### config.mk
export PLATFORM = sky130hd
export DESIGN_NAME = dual_hbridge_drive_with_bumper_top_flat
export DESIGN_NICKNAME = d
export VERILOG_FILES = /design/src/rtl/dhb_pkg.sv /design/src/rtl/dhb_in_if.sv /design/src/rtl/dhb_out_if.sv /design/src/rtl/dual_hbridge_drive_with_bumper_top.sv /design/src/rtl/dhb_cfg_regs.sv /design/src/rtl/dhb_ctrl.sv /design/src/rtl/dhb_datapath.sv /design/src/flat_wrapper.sv
export SDC_FILE = /design/constraint.sdc
export NUM_CORES = 1
export LEC_CHECK = 0
export BUFFER_PORTS_ARGS = -buffer_cell sky130_fd_sc_hd__buf_2
export CAP_MARGIN = 20
export CORE_MARGIN = 4
export CORE_UTILIZATION = 35
export DETAILED_ROUTE_END_ITERATION = 6
export SETUP_SLACK_MARGIN = 0.1
export SYNTH_ARGS = -nofsm -noshare
export SYNTH_HDL_FRONTEND = slang
export SYNTH_SLANG_ARGS = --single-unit
### constraint.sdc
create_clock -name clk_i -period 10.7 [get_ports clk_i]
set_clock_uncertainty 0.2 [all_clocks]
set_input_delay 0.535 -clock clk_i [delete_from_list [all_inputs] [get_ports clk_i]]
set_output_delay 0.535 -clock clk_i [all_outputs]
set_load 0.03 [all_outputs]
### src/rtl/dhb_pkg.sv
package dhb_pkg;

  localparam int unsigned CfgIdxW  = 3;
  localparam int unsigned CfgDataW = 10;

  localparam logic [15:0] Half      = 16'd50;
  localparam logic [15:0] DutyFull  = 16'd255;
  localparam logic [28:0] Recip100  = 29'd5243;
  localparam int unsigned RecipShift = 19;
  localparam logic [7:0]  UnityPct  = 8'd100;
  localparam logic signed [7:0] RailLevel = 8'sd80;
  localparam logic signed [7:0] BumperMinCmd = 8'sd8;

  typedef enum logic [CfgIdxW-1:0] {
    REG_INVERT_ALL    = 3'd0,
    REG_INVERT_STEER  = 3'd1,
    REG_INVERT_DRIVE  = 3'd2,
    REG_STEER_REV     = 3'd3,
    REG_STEER_FWD     = 3'd4,
    REG_DRIVE_TRIM    = 3'd5,
    REG_BUMPER_STOP   = 3'd6,
    REG_BUMPER_ENABLE = 3'd7
  } cfg_idx_e;

  typedef enum logic [1:0] {
    MODE_COAST = 2'd0,
    MODE_PWM   = 2'd1,
    MODE_RAIL  = 2'd2
  } steer_mode_e;

  typedef enum logic [2:0] {
    ST_IDLE,
    ST_MUL_A,
    ST_DIV_A,
    ST_MUL_B,
    ST_DIV_B,
    ST_OUT
  } state_e;

  typedef enum logic [2:0] {
    OP_NONE,
    OP_LOAD,
    OP_MUL_A,
    OP_DIV_A,
    OP_MUL_B,
    OP_DIV_B,
    OP_OUT
  } op_e;

  typedef struct packed {
    logic       invert_all;
    logic       invert_steer;
    logic       invert_drive;
    logic [6:0] steer_reverse_trim_pct;
    logic [7:0] steer_forward_scale_pct;
    logic [6:0] drive_trim_pct;
    logic [9:0] bumper_stop_tenths;
    logic       bumper_enabled;
    logic       set_force;
    logic       clr_blocked;
  } cfg_t;

  typedef struct packed {
    op_e  op;
    logic leg;
  } dp_cmd_t;

  typedef struct packed {
    logic out_busy;
  } dp_status_t;

  typedef struct packed {
    logic signed [15:0] steer_speed;
    logic signed [15:0] drive_speed;
    logic [12:0]        range_tenths;
    logic               sensor_present;
  } in_item_t;

  typedef struct packed {
    logic [1:0] steer_mode;
    logic [7:0] steer_ia_duty;
    logic       steer_ib_level;
    logic [7:0] drive_ia_duty;
    logic       drive_ib_level;
    logic       steer_changed;
    logic       drive_changed;
    logic       bumper_blocked;
  } out_item_t;

  function automatic logic signed [7:0] sat100(logic signed [15:0] v);
    logic signed [7:0] r;
    if (v > 16'sd100) begin
      r = 8'sd100;
    end else if (v < -16'sd100) begin
      r = -8'sd100;
    end else begin
      r = v[7:0];
    end
    return r;
  endfunction

endpackage

### src/rtl/dhb_in_if.sv
interface dhb_in_if;
  logic               valid;
  logic               ready;
  logic signed [15:0] steer_speed;
  logic signed [15:0] drive_speed;
  logic [12:0]        range_tenths;
  logic               sensor_present;

  modport source (
    output valid, steer_speed, drive_speed, range_tenths, sensor_present,
    input  ready
  );
  modport sink (
    input  valid, steer_speed, drive_speed, range_tenths, sensor_present,
    output ready
  );
endinterface

### src/rtl/dhb_out_if.sv
interface dhb_out_if;
  logic       valid;
  logic       ready;
  logic [1:0] steer_mode;
  logic [7:0] steer_ia_duty;
  logic       steer_ib_level;
  logic [7:0] drive_ia_duty;
  logic       drive_ib_level;
  logic       steer_changed;
  logic       drive_changed;
  logic       bumper_blocked;

  modport source (
    output valid, steer_mode, steer_ia_duty, steer_ib_level, drive_ia_duty,
           drive_ib_level, steer_changed, drive_changed, bumper_blocked,
    input  ready
  );
  modport sink (
    input  valid, steer_mode, steer_ia_duty, steer_ib_level, drive_ia_duty,
           drive_ib_level, steer_changed, drive_changed, bumper_blocked,
    output ready
  );
endinterface

### src/rtl/dual_hbridge_drive_with_bumper_top.sv
// Dual H-bridge drive with a forward bumper.
// The input channel carries a steer command, a drive command and an optional
// range reading; the output channel carries the leg drive of both bridges,
// the per-leg change flags and the bumper blocked flag. Both channels move
// one item per transfer when valid and ready are high at a rising edge.
// An item is taken in the idle state, then a shared multiply unit works the
// duty of the steer leg and then of the drive leg, each through a multiply,
// divide, multiply and divide state. The out state then loads the result,
// and a new item can be accepted from the cycle after that load. The result
// sits in an output register; the next item is taken and worked while it
// waits, and only the final load waits for the receiver.
// Configuration writes take effect at the edge where the write enable is
// high and belong in idle periods. Reset restores the default trims, the
// stop distance and the enabled bumper, clears the last commands, the
// blocked flag and the re-apply flag, and empties the output register.
module dual_hbridge_drive_with_bumper_top (
  input  logic                         clk_i,
  input  logic                         rst_ni,
  dhb_in_if.sink                       in_i,
  dhb_out_if.source                    out_o,
  input  logic                         cfg_we_i,
  input  logic [dhb_pkg::CfgIdxW-1:0]  cfg_idx_i,
  input  logic [dhb_pkg::CfgDataW-1:0] cfg_data_i
);

  dhb_pkg::cfg_t       cfg;
  dhb_pkg::dp_cmd_t    cmd;
  dhb_pkg::dp_status_t status;
  dhb_pkg::in_item_t   in_item;
  dhb_pkg::out_item_t  out_item;
  logic                in_ready;
  logic                out_valid;

  assign in_item.steer_speed    = in_i.steer_speed;
  assign in_item.drive_speed    = in_i.drive_speed;
  assign in_item.range_tenths   = in_i.range_tenths;
  assign in_item.sensor_present = in_i.sensor_present;
  assign in_i.ready             = in_ready;

  assign out_o.valid          = out_valid;
  assign out_o.steer_mode     = out_item.steer_mode;
  assign out_o.steer_ia_duty  = out_item.steer_ia_duty;
  assign out_o.steer_ib_level = out_item.steer_ib_level;
  assign out_o.drive_ia_duty  = out_item.drive_ia_duty;
  assign out_o.drive_ib_level = out_item.drive_ib_level;
  assign out_o.steer_changed  = out_item.steer_changed;
  assign out_o.drive_changed  = out_item.drive_changed;
  assign out_o.bumper_blocked = out_item.bumper_blocked;

  dhb_cfg_regs u_cfg (
    .clk_i      (clk_i),
    .rst_ni     (rst_ni),
    .cfg_we_i   (cfg_we_i),
    .cfg_idx_i  (cfg_idx_i),
    .cfg_data_i (cfg_data_i),
    .cfg_o      (cfg)
  );

  dhb_ctrl u_ctrl (
    .clk_i      (clk_i),
    .rst_ni     (rst_ni),
    .in_valid_i (in_i.valid),
    .in_ready_o (in_ready),
    .status_i   (status),
    .cmd_o      (cmd)
  );

  dhb_datapath u_dp (
    .clk_i       (clk_i),
    .rst_ni      (rst_ni),
    .cfg_i       (cfg),
    .cmd_i       (cmd),
    .status_o    (status),
    .in_item_i   (in_item),
    .out_item_o  (out_item),
    .out_valid_o (out_valid),
    .out_ready_i (out_o.ready)
  );

endmodule

### src/rtl/dhb_cfg_regs.sv
module dhb_cfg_regs (
  input  logic                         clk_i,
  input  logic                         rst_ni,
  input  logic                         cfg_we_i,
  input  logic [dhb_pkg::CfgIdxW-1:0]  cfg_idx_i,
  input  logic [dhb_pkg::CfgDataW-1:0] cfg_data_i,
  output dhb_pkg::cfg_t                cfg_o
);

  logic       inv_all_q, inv_steer_q, inv_drive_q, bump_en_q;
  logic [6:0] rev_q, trim_q;
  logic [7:0] fwd_q;
  logic [9:0] stop_q;
  logic [6:0] v7;
  logic [7:0] v8;
  logic [9:0] v10;
  logic [6:0] v7_sat;
  logic [7:0] v8_sat;
  logic [9:0] v10_sat;
  dhb_pkg::cfg_idx_e idx;

  assign idx = dhb_pkg::cfg_idx_e'(cfg_idx_i);
  assign v7  = cfg_data_i[6:0];
  assign v8  = cfg_data_i[7:0];
  assign v10 = cfg_data_i;

  always_comb begin
    if (v7 < 7'd50) begin
      v7_sat = 7'd50;
    end else if (v7 > 7'd120) begin
      v7_sat = 7'd120;
    end else begin
      v7_sat = v7;
    end
    v8_sat = (v8 > 8'd200) ? 8'd200 : v8;
    if (v10 < 10'd50) begin
      v10_sat = 10'd50;
    end else if (v10 > 10'd800) begin
      v10_sat = 10'd800;
    end else begin
      v10_sat = v10;
    end
  end

  always_ff @(posedge clk_i or negedge rst_ni) begin
    if (!rst_ni) begin
      inv_all_q   <= 1'b0;
      inv_steer_q <= 1'b0;
      inv_drive_q <= 1'b0;
      rev_q       <= 7'd100;
      fwd_q       <= 8'd100;
      trim_q      <= 7'd100;
      stop_q      <= 10'd100;
      bump_en_q   <= 1'b1;
    end else if (cfg_we_i) begin
      unique case (idx)
        dhb_pkg::REG_INVERT_ALL:    inv_all_q   <= cfg_data_i[0];
        dhb_pkg::REG_INVERT_STEER:  inv_steer_q <= cfg_data_i[0];
        dhb_pkg::REG_INVERT_DRIVE:  inv_drive_q <= cfg_data_i[0];
        dhb_pkg::REG_STEER_REV:     rev_q       <= v7_sat;
        dhb_pkg::REG_STEER_FWD:     fwd_q       <= v8_sat;
        dhb_pkg::REG_DRIVE_TRIM:    trim_q      <= v7_sat;
        dhb_pkg::REG_BUMPER_STOP:   stop_q      <= v10_sat;
        dhb_pkg::REG_BUMPER_ENABLE: bump_en_q   <= cfg_data_i[0];
      endcase
    end
  end

  always_comb begin
    cfg_o.invert_all              = inv_all_q;
    cfg_o.invert_steer            = inv_steer_q;
    cfg_o.invert_drive            = inv_drive_q;
    cfg_o.steer_reverse_trim_pct  = rev_q;
    cfg_o.steer_forward_scale_pct = fwd_q;
    cfg_o.drive_trim_pct          = trim_q;
    cfg_o.bumper_stop_tenths      = stop_q;
    cfg_o.bumper_enabled          = bump_en_q;
    cfg_o.set_force   = cfg_we_i && (idx == dhb_pkg::REG_STEER_REV ||
                                     idx == dhb_pkg::REG_STEER_FWD ||
                                     idx == dhb_pkg::REG_DRIVE_TRIM);
    cfg_o.clr_blocked = cfg_we_i && (idx == dhb_pkg::REG_BUMPER_ENABLE) &&
                        !cfg_data_i[0];
  end

endmodule

### src/rtl/dhb_ctrl.sv
module dhb_ctrl (
  input  logic                clk_i,
  input  logic                rst_ni,
  input  logic                in_valid_i,
  output logic                in_ready_o,
  input  dhb_pkg::dp_status_t status_i,
  output dhb_pkg::dp_cmd_t    cmd_o
);

  dhb_pkg::state_e state_q, state_d;
  logic            leg_q, leg_d;

  always_ff @(posedge clk_i or negedge rst_ni) begin
    if (!rst_ni) begin
      state_q <= dhb_pkg::ST_IDLE;
      leg_q   <= 1'b0;
    end else begin
      state_q <= state_d;
      leg_q   <= leg_d;
    end
  end

  always_comb begin
    state_d = state_q;
    leg_d   = leg_q;
    unique case (state_q)
      dhb_pkg::ST_IDLE: begin
        if (in_valid_i) begin
          state_d = dhb_pkg::ST_MUL_A;
          leg_d   = 1'b0;
        end
      end
      dhb_pkg::ST_MUL_A: state_d = dhb_pkg::ST_DIV_A;
      dhb_pkg::ST_DIV_A: state_d = dhb_pkg::ST_MUL_B;
      dhb_pkg::ST_MUL_B: state_d = dhb_pkg::ST_DIV_B;
      dhb_pkg::ST_DIV_B: begin
        if (leg_q) begin
          state_d = dhb_pkg::ST_OUT;
        end else begin
          state_d = dhb_pkg::ST_MUL_A;
          leg_d   = 1'b1;
        end
      end
      dhb_pkg::ST_OUT: begin
        if (!status_i.out_busy) begin
          state_d = dhb_pkg::ST_IDLE;
        end
      end
      default: state_d = dhb_pkg::ST_IDLE;
    endcase
  end

  always_comb begin
    in_ready_o = 1'b0;
    cmd_o.op   = dhb_pkg::OP_NONE;
    cmd_o.leg  = leg_q;
    unique case (state_q)
      dhb_pkg::ST_IDLE: begin
        in_ready_o = 1'b1;
        if (in_valid_i) begin
          cmd_o.op = dhb_pkg::OP_LOAD;
        end
      end
      dhb_pkg::ST_MUL_A: cmd_o.op = dhb_pkg::OP_MUL_A;
      dhb_pkg::ST_DIV_A: cmd_o.op = dhb_pkg::OP_DIV_A;
      dhb_pkg::ST_MUL_B: cmd_o.op = dhb_pkg::OP_MUL_B;
      dhb_pkg::ST_DIV_B: cmd_o.op = dhb_pkg::OP_DIV_B;
      dhb_pkg::ST_OUT: begin
        if (!status_i.out_busy) begin
          cmd_o.op = dhb_pkg::OP_OUT;
        end
      end
      default: cmd_o.op = dhb_pkg::OP_NONE;
    endcase
  end

endmodule

### src/rtl/dhb_datapath.sv
module dhb_datapath (
  input  logic                clk_i,
  input  logic                rst_ni,
  input  dhb_pkg::cfg_t       cfg_i,
  input  dhb_pkg::dp_cmd_t    cmd_i,
  output dhb_pkg::dp_status_t status_o,
  input  dhb_pkg::in_item_t   in_item_i,
  output dhb_pkg::out_item_t  out_item_o,
  output logic                out_valid_o,
  input  logic                out_ready_i
);

  logic signed [7:0] steer8, drive8, drive_b, s_cmd, d_cmd;
  logic              both_zero, hit;

  logic signed [7:0] s_cmd_q, d_cmd_q, last_s_q, last_d_q;
  logic              force_q, blocked_q, s_chg_q, d_chg_q;

  logic signed [7:0] sel_cmd;
  logic [7:0]        sel_abs, sel_scale;
  logic [6:0]        mag_q;
  logic              unity_q;
  logic [15:0]       prod_q, prod_d;
  logic [7:0]        mag2_q;
  logic [28:0]       quot_full;
  logic [7:0]        quot;
  logic [7:0]        duty;
  logic [7:0]        s_duty_q, d_duty_q;

  dhb_pkg::out_item_t out_q, out_d;
  logic               out_valid_q;

  assign steer8    = dhb_pkg::sat100(in_item_i.steer_speed);
  assign drive8    = dhb_pkg::sat100(in_item_i.drive_speed);
  assign both_zero = (steer8 == 8'sd0) && (drive8 == 8'sd0);
  assign hit       = cfg_i.bumper_enabled && in_item_i.sensor_present &&
                     (drive8 > dhb_pkg::BumperMinCmd) &&
                     (in_item_i.range_tenths != 13'd0) &&
                     (in_item_i.range_tenths < {3'd0, cfg_i.bumper_stop_tenths});
  assign drive_b   = hit ? 8'sd0 : drive8;
  assign s_cmd     = (cfg_i.invert_all ^ cfg_i.invert_steer) ? -steer8 : steer8;
  assign d_cmd     = (cfg_i.invert_all ^ cfg_i.invert_drive) ? -drive_b : drive_b;

  always_ff @(posedge clk_i or negedge rst_ni) begin
    if (!rst_ni) begin
      last_s_q  <= 8'sd0;
      last_d_q  <= 8'sd0;
      force_q   <= 1'b0;
      blocked_q <= 1'b0;
    end else if (cmd_i.op == dhb_pkg::OP_LOAD) begin
      last_s_q  <= s_cmd;
      last_d_q  <= d_cmd;
      force_q   <= 1'b0;
      blocked_q <= hit;
    end else begin
      if (cfg_i.set_force) begin
        force_q <= 1'b1;
      end
      if (cfg_i.clr_blocked) begin
        blocked_q <= 1'b0;
      end
    end
  end

  always_ff @(posedge clk_i) begin
    if (cmd_i.op == dhb_pkg::OP_LOAD) begin
      s_cmd_q <= s_cmd;
      d_cmd_q <= d_cmd;
      s_chg_q <= both_zero || force_q || (s_cmd != last_s_q);
      d_chg_q <= both_zero || force_q || (d_cmd != last_d_q);
    end
  end

  assign sel_cmd = cmd_i.leg ? d_cmd_q : s_cmd_q;
  assign sel_abs = sel_cmd[7] ? 8'(-sel_cmd) : 8'(sel_cmd);

  always_comb begin
    if (cmd_i.leg) begin
      sel_scale = {1'b0, cfg_i.drive_trim_pct};
    end else if (sel_cmd[7]) begin
      sel_scale = {1'b0, cfg_i.steer_reverse_trim_pct};
    end else begin
      sel_scale = cfg_i.steer_forward_scale_pct;
    end
  end

  // Division by 100 is a multiply by a reciprocal, exact for dividends below
  // 43690, which covers every product whose quotient is used.
  assign quot_full = {13'd0, prod_q} * dhb_pkg::Recip100;
  assign quot      = quot_full[dhb_pkg::RecipShift+7:dhb_pkg::RecipShift];

  always_comb begin
    prod_d = prod_q;
    if (cmd_i.op == dhb_pkg::OP_MUL_A) begin
      prod_d = 16'({9'd0, sel_abs[6:0]} * {8'd0, sel_scale}) + dhb_pkg::Half;
    end else if (cmd_i.op == dhb_pkg::OP_MUL_B) begin
      prod_d = 16'({8'd0, mag2_q} * dhb_pkg::DutyFull) + dhb_pkg::Half;
    end
  end

  always_comb begin
    if (mag2_q == 8'd0) begin
      duty = 8'd0;
    end else if (mag2_q >= 8'd100) begin
      duty = 8'd255;
    end else begin
      duty = quot;
    end
  end

  always_ff @(posedge clk_i) begin
    prod_q <= prod_d;
    if (cmd_i.op == dhb_pkg::OP_MUL_A) begin
      mag_q   <= sel_abs[6:0];
      unity_q <= (sel_scale == dhb_pkg::UnityPct);
    end
    if (cmd_i.op == dhb_pkg::OP_DIV_A) begin
      mag2_q <= unity_q ? {1'b0, mag_q} : quot;
    end
    if (cmd_i.op == dhb_pkg::OP_DIV_B) begin
      if (cmd_i.leg) begin
        d_duty_q <= duty;
      end else begin
        s_duty_q <= duty;
      end
    end
  end

  always_comb begin
    out_d = '0;
    if (s_cmd_q == 8'sd0) begin
      out_d.steer_mode = dhb_pkg::MODE_COAST;
    end else if (s_cmd_q >= dhb_pkg::RailLevel || s_cmd_q <= -dhb_pkg::RailLevel) begin
      out_d.steer_mode     = dhb_pkg::MODE_RAIL;
      out_d.steer_ia_duty  = s_cmd_q[7] ? 8'd0 : 8'd255;
      out_d.steer_ib_level = s_cmd_q[7];
    end else begin
      out_d.steer_mode     = dhb_pkg::MODE_PWM;
      out_d.steer_ia_duty  = s_cmd_q[7] ? (8'd255 - s_duty_q) : s_duty_q;
      out_d.steer_ib_level = s_cmd_q[7];
    end
    if (d_cmd_q != 8'sd0) begin
      out_d.drive_ia_duty  = d_cmd_q[7] ? (8'd255 - d_duty_q) : d_duty_q;
      out_d.drive_ib_level = d_cmd_q[7];
    end
    out_d.steer_changed  = s_chg_q;
    out_d.drive_changed  = d_chg_q;
    out_d.bumper_blocked = blocked_q;
  end

  always_ff @(posedge clk_i or negedge rst_ni) begin
    if (!rst_ni) begin
      out_valid_q <= 1'b0;
    end else if (cmd_i.op == dhb_pkg::OP_OUT) begin
      out_valid_q <= 1'b1;
    end else if (out_ready_i) begin
      out_valid_q <= 1'b0;
    end
  end

  always_ff @(posedge clk_i) begin
    if (cmd_i.op == dhb_pkg::OP_OUT) begin
      out_q <= out_d;
    end
  end

  assign status_o.out_busy = out_valid_q && !out_ready_i;
  assign out_valid_o       = out_valid_q;
  assign out_item_o        = out_q;

endmodule

### src/flat_wrapper.sv
// flat-port wrapper written by rule: the top's interface ports become plain ports
module dual_hbridge_drive_with_bumper_top_flat 
  (clk_i, rst_ni, cfg_we_i, cfg_idx_i, cfg_data_i, in_i_valid, in_i_steer_speed, in_i_drive_speed, in_i_range_tenths, in_i_sensor_present, in_i_ready, out_o_valid, out_o_steer_mode, out_o_steer_ia_duty, out_o_steer_ib_level, out_o_drive_ia_duty, out_o_drive_ib_level, out_o_steer_changed, out_o_drive_changed, out_o_bumper_blocked, out_o_ready);
  dhb_in_if in_i_i ();
  dhb_out_if out_o_i ();
  input  logic clk_i;
  input  logic rst_ni;
  input  logic cfg_we_i;
  input  logic [dhb_pkg::CfgIdxW-1:0] cfg_idx_i;
  input  logic [dhb_pkg::CfgDataW-1:0] cfg_data_i;
  input wire logic [$bits(in_i_i.valid)-1:0] in_i_valid;
  input wire logic [$bits(in_i_i.steer_speed)-1:0] in_i_steer_speed;
  input wire logic [$bits(in_i_i.drive_speed)-1:0] in_i_drive_speed;
  input wire logic [$bits(in_i_i.range_tenths)-1:0] in_i_range_tenths;
  input wire logic [$bits(in_i_i.sensor_present)-1:0] in_i_sensor_present;
  output wire logic [$bits(in_i_i.ready)-1:0] in_i_ready;
  output wire logic [$bits(out_o_i.valid)-1:0] out_o_valid;
  output wire logic [$bits(out_o_i.steer_mode)-1:0] out_o_steer_mode;
  output wire logic [$bits(out_o_i.steer_ia_duty)-1:0] out_o_steer_ia_duty;
  output wire logic [$bits(out_o_i.steer_ib_level)-1:0] out_o_steer_ib_level;
  output wire logic [$bits(out_o_i.drive_ia_duty)-1:0] out_o_drive_ia_duty;
  output wire logic [$bits(out_o_i.drive_ib_level)-1:0] out_o_drive_ib_level;
  output wire logic [$bits(out_o_i.steer_changed)-1:0] out_o_steer_changed;
  output wire logic [$bits(out_o_i.drive_changed)-1:0] out_o_drive_changed;
  output wire logic [$bits(out_o_i.bumper_blocked)-1:0] out_o_bumper_blocked;
  input wire logic [$bits(out_o_i.ready)-1:0] out_o_ready;
  assign in_i_i.valid = in_i_valid;
  assign in_i_i.steer_speed = in_i_steer_speed;
  assign in_i_i.drive_speed = in_i_drive_speed;
  assign in_i_i.range_tenths = in_i_range_tenths;
  assign in_i_i.sensor_present = in_i_sensor_present;
  assign in_i_ready = in_i_i.ready;
  assign out_o_valid = out_o_i.valid;
  assign out_o_steer_mode = out_o_i.steer_mode;
  assign out_o_steer_ia_duty = out_o_i.steer_ia_duty;
  assign out_o_steer_ib_level = out_o_i.steer_ib_level;
  assign out_o_drive_ia_duty = out_o_i.drive_ia_duty;
  assign out_o_drive_ib_level = out_o_i.drive_ib_level;
  assign out_o_steer_changed = out_o_i.steer_changed;
  assign out_o_drive_changed = out_o_i.drive_changed;
  assign out_o_bumper_blocked = out_o_i.bumper_blocked;
  assign out_o_i.ready = out_o_ready;
  dual_hbridge_drive_with_bumper_top u_core (.clk_i(clk_i), .rst_ni(rst_ni), .in_i(in_i_i), .out_o(out_o_i), .cfg_we_i(cfg_we_i), .cfg_idx_i(cfg_idx_i), .cfg_data_i(cfg_data_i));
endmodule
==> results.cfg <==
[routing]
antenna_left = 0
dr.pass1.iters = 7
wl_per_cell_um = 15.07
via_count = 10280
postRouteWirelength_um = 31550
drt_iter0_drc = 544
vias_per_cell = 4.907
drc = 1

[floorplanning]
die_area_mm2 = 0.04515
core_mm2 = 0.04111
die_x_um = 212.5
row_count = 74
dieHeight_um = 212.5
start_util_pct = 35.60
ioPinCount = 89

[cts]
hold_buffers = 0
cts_root_buf = clkbuf_16
numCtsBuffers = 17
clock_latency_ns = 0.42
post_cts_buffers = 0
cts_tree = yes
htree_levels = 4
clockBufferDepth = 2
clk_pin_slew_ns = 0.07
cts_resized = 0
cts.sinks = 148

[global_route]
antenna_found_initial = 0
overflow = 0
gr-usage-all-layers_pct = 14.25
grt_start_max_net_pins = 60
grt_pass1_wl_um = 52520
grt_pass1_vias = 10550

[synth]
syn_nets = 1858
netlist.top_cell.by_area = fa_1
ys_warn_count = 0
synth.top_cells.by_area = fa_1 (19%), edfxtp_1 (18%), ha_1 (16%)
synth.avg_cell_area_um2 = 9.976
synthFlopType = edfxtp_1
synth_common_cells = inv_1 (257), ha_1 (190), nand2_1 (148)
syn-cell-area_mm2 = 0.01464
yosys.area_share.simple_pct = 11.58
async_flop_share_pct = 39.86
synth_xor_area_share_pct = 5.027
synth_seq_area_share_pct = 28.46
synth_top_family_by_area = adder cells
synth_compound_area_share_pct = 9.806
synth.area.mux_share_pct = 2.693
yosys.area.top_type_share_pct = 18.74
synth_edf_count = 89
netlist-cell-type-count = 70
yosys_register_bits = 148
yosysMostFrequentCell = inv_1
synthAdderAreaFrac_pct = 34.98
syn_inst = 1467

[timing]
worst_slack_ns = 3.581
rsz0062_at_grt = no
fmax_ghz = 0.1405
hold_viol = 0
slew_viol_final = 0
slew_headroom_pct = 40.23
finalCriticalPeriod_ns = 7.119
period_share_pct = 66.54
worstMarginPinSlew_ns = 0.8853
fin_tns_setup_ns = 0
final-setup-viol-count = 0

[finish]
drive_gt1_share_pct = 11.52
finish.instance_area_mm2 = 0.01632
final_util_pct = 39.69
syn2layout_area_growth_pct = 11.50
nNetsFinal = 1940
n_antenna_cell = 0

[critical_path]
start_kind = flip-flop
cp-end-kind = flip-flop
crit_type = reg -> reg
worstPathRequired_ns = 10.66
crit_fanout = 33
arrival_ns = 7.08

[flow_run]
cap_violations = 0

[placement]
post-place-ws_ns = 3.087
placed_cell_area_mm2 = 0.01565
port_buffers = 88
dp_hpwl_um = 26440
gp_congestion = 0.8814

[status]
violations = DRC
outcome = complete, but fails checks

[hold_path]
worstHoldPathType = in -> async
worst max-delay path, cell delays in order (launching register included):
cell	delay, ns
dfrtp_1	0.46
buf_16	0.21
mux2i_1	0.59
ha_1	0.31
a21oi_1	0.09
xnor2_1	0.66
nand2_1	0.18
fa_1	0.49
fa_1	0.56
fa_1	0.44
fa_1	0.54
inv_1	0.04
ha_1	0.33
a21o_1	0.17
a21oi_1	0.22
nor2b_1	0.07
o21a_1	0.18
o41ai_1	0.40
o21ai_0	0.23
a31oi_1	0.24
xor2_1	0.17
mux2i_1	0.08
per-stage QoR:
| stage | instances | hold WS [ns] |
|---|---|---|
| final | 2094 | 0.06034 |
| after floorplan | 1467 | 0.03941 |
| after global placement | 2059 | 0.2015 |
| after CTS | 2091 | 0.09608 |
| after global routing | 2094 | 0.1253 |
| after detailed placement | 2059 | 0.2137 |
cell type report:
type	count	area [um2]
multi-input cells	1030	9382
flip-flops and latches	148	4165
fillers	4074	24790
well taps	532	665.6
inverters	257	964.7
clock buffers	17	425.4
clock inverters	15	185.2
repair buffers	95	530.5
metal layers:
metal,vias to the layer above,wire length (um),track usage [%]
met3,35,952,2.066
met4,0,495,3.154
met2,169,15580,24.70
li1,5054,-,-
met5,-,0,0
met1,5018,14520,19.00
placed cells by master (no fill, tap or decap), types with 17 or more instances in the layout:
cell type	Yosys	routed
a21oi_1	58	58
buf_2	2	89
clkbuf_16	0	17
dfrtp_1	46	46
edfxtp_1	89	89
fa_1	137	137
ha_1	190	190
inv_1	257	257
mux2i_1	21	21
nand2_1	148	148
nor2_1	89	88
nor3_1	19	19
o21ai_0	58	58
xnor2_1	50	50
xor2_1	34	34
kinds of logic after synthesis:
kind of cell	Yosys count
compound gates	220
flops	148
xor+xnor	84
fa+ha+maj	327
buf+inv	289
simple gates	362
mux	37
flip-flops by register name, summed over array words and instances (netlist names), 3 cells and up:
name	count
u_core.u_dp.s_cmd_q	8
u_core.u_dp.prod_q	16
u_core.u_cfg.stop_q	10
u_core.u_cfg.rev_q	7
u_core.u_cfg.fwd_q	8
u_core.u_dp.s_duty_q	8
u_core.u_dp.last_s_q	8
u_core.u_dp.d_cmd_q	8
u_core.u_ctrl.state_q	3
u_core.u_dp.d_duty_q	8
u_core.u_cfg.trim_q	7
u_core.u_dp.mag_q	7
u_core.u_dp.last_d_q	8
u_core.u_dp.out_item_o	23
u_core.u_dp.mag2_q	8
path summary, 6_finish.rpt:
check / from / endpoint / slack [ns] / depth (start not counted)
setup / recovery: u_core.u_ctrl.leg_q / u_core.u_dp.prod_q[15] / 3.58 / 21
hold / removal: rst_ni / u_core.u_dp.last_d_q[6] / 0.06 / 2
setup reg to reg: u_core.u_ctrl.leg_q / u_core.u_dp.prod_q[15] / 3.58 / 21
hold reg to reg: u_core.u_dp.s_chg_q / u_core.u_dp.out_item_o[2] / 0.23 / 0
max in group asynchronous: rst_ni / u_core.u_cfg.trim_q[0] / 9.72 / 2
min in group clk_i: cfg_data_i[8] / u_core.u_cfg.stop_q[8] / 0.15 / 3
Power is left out: the tool's default activity adds up to more than one toggle a clock period on the data nets, which glitch-free logic cannot reach.
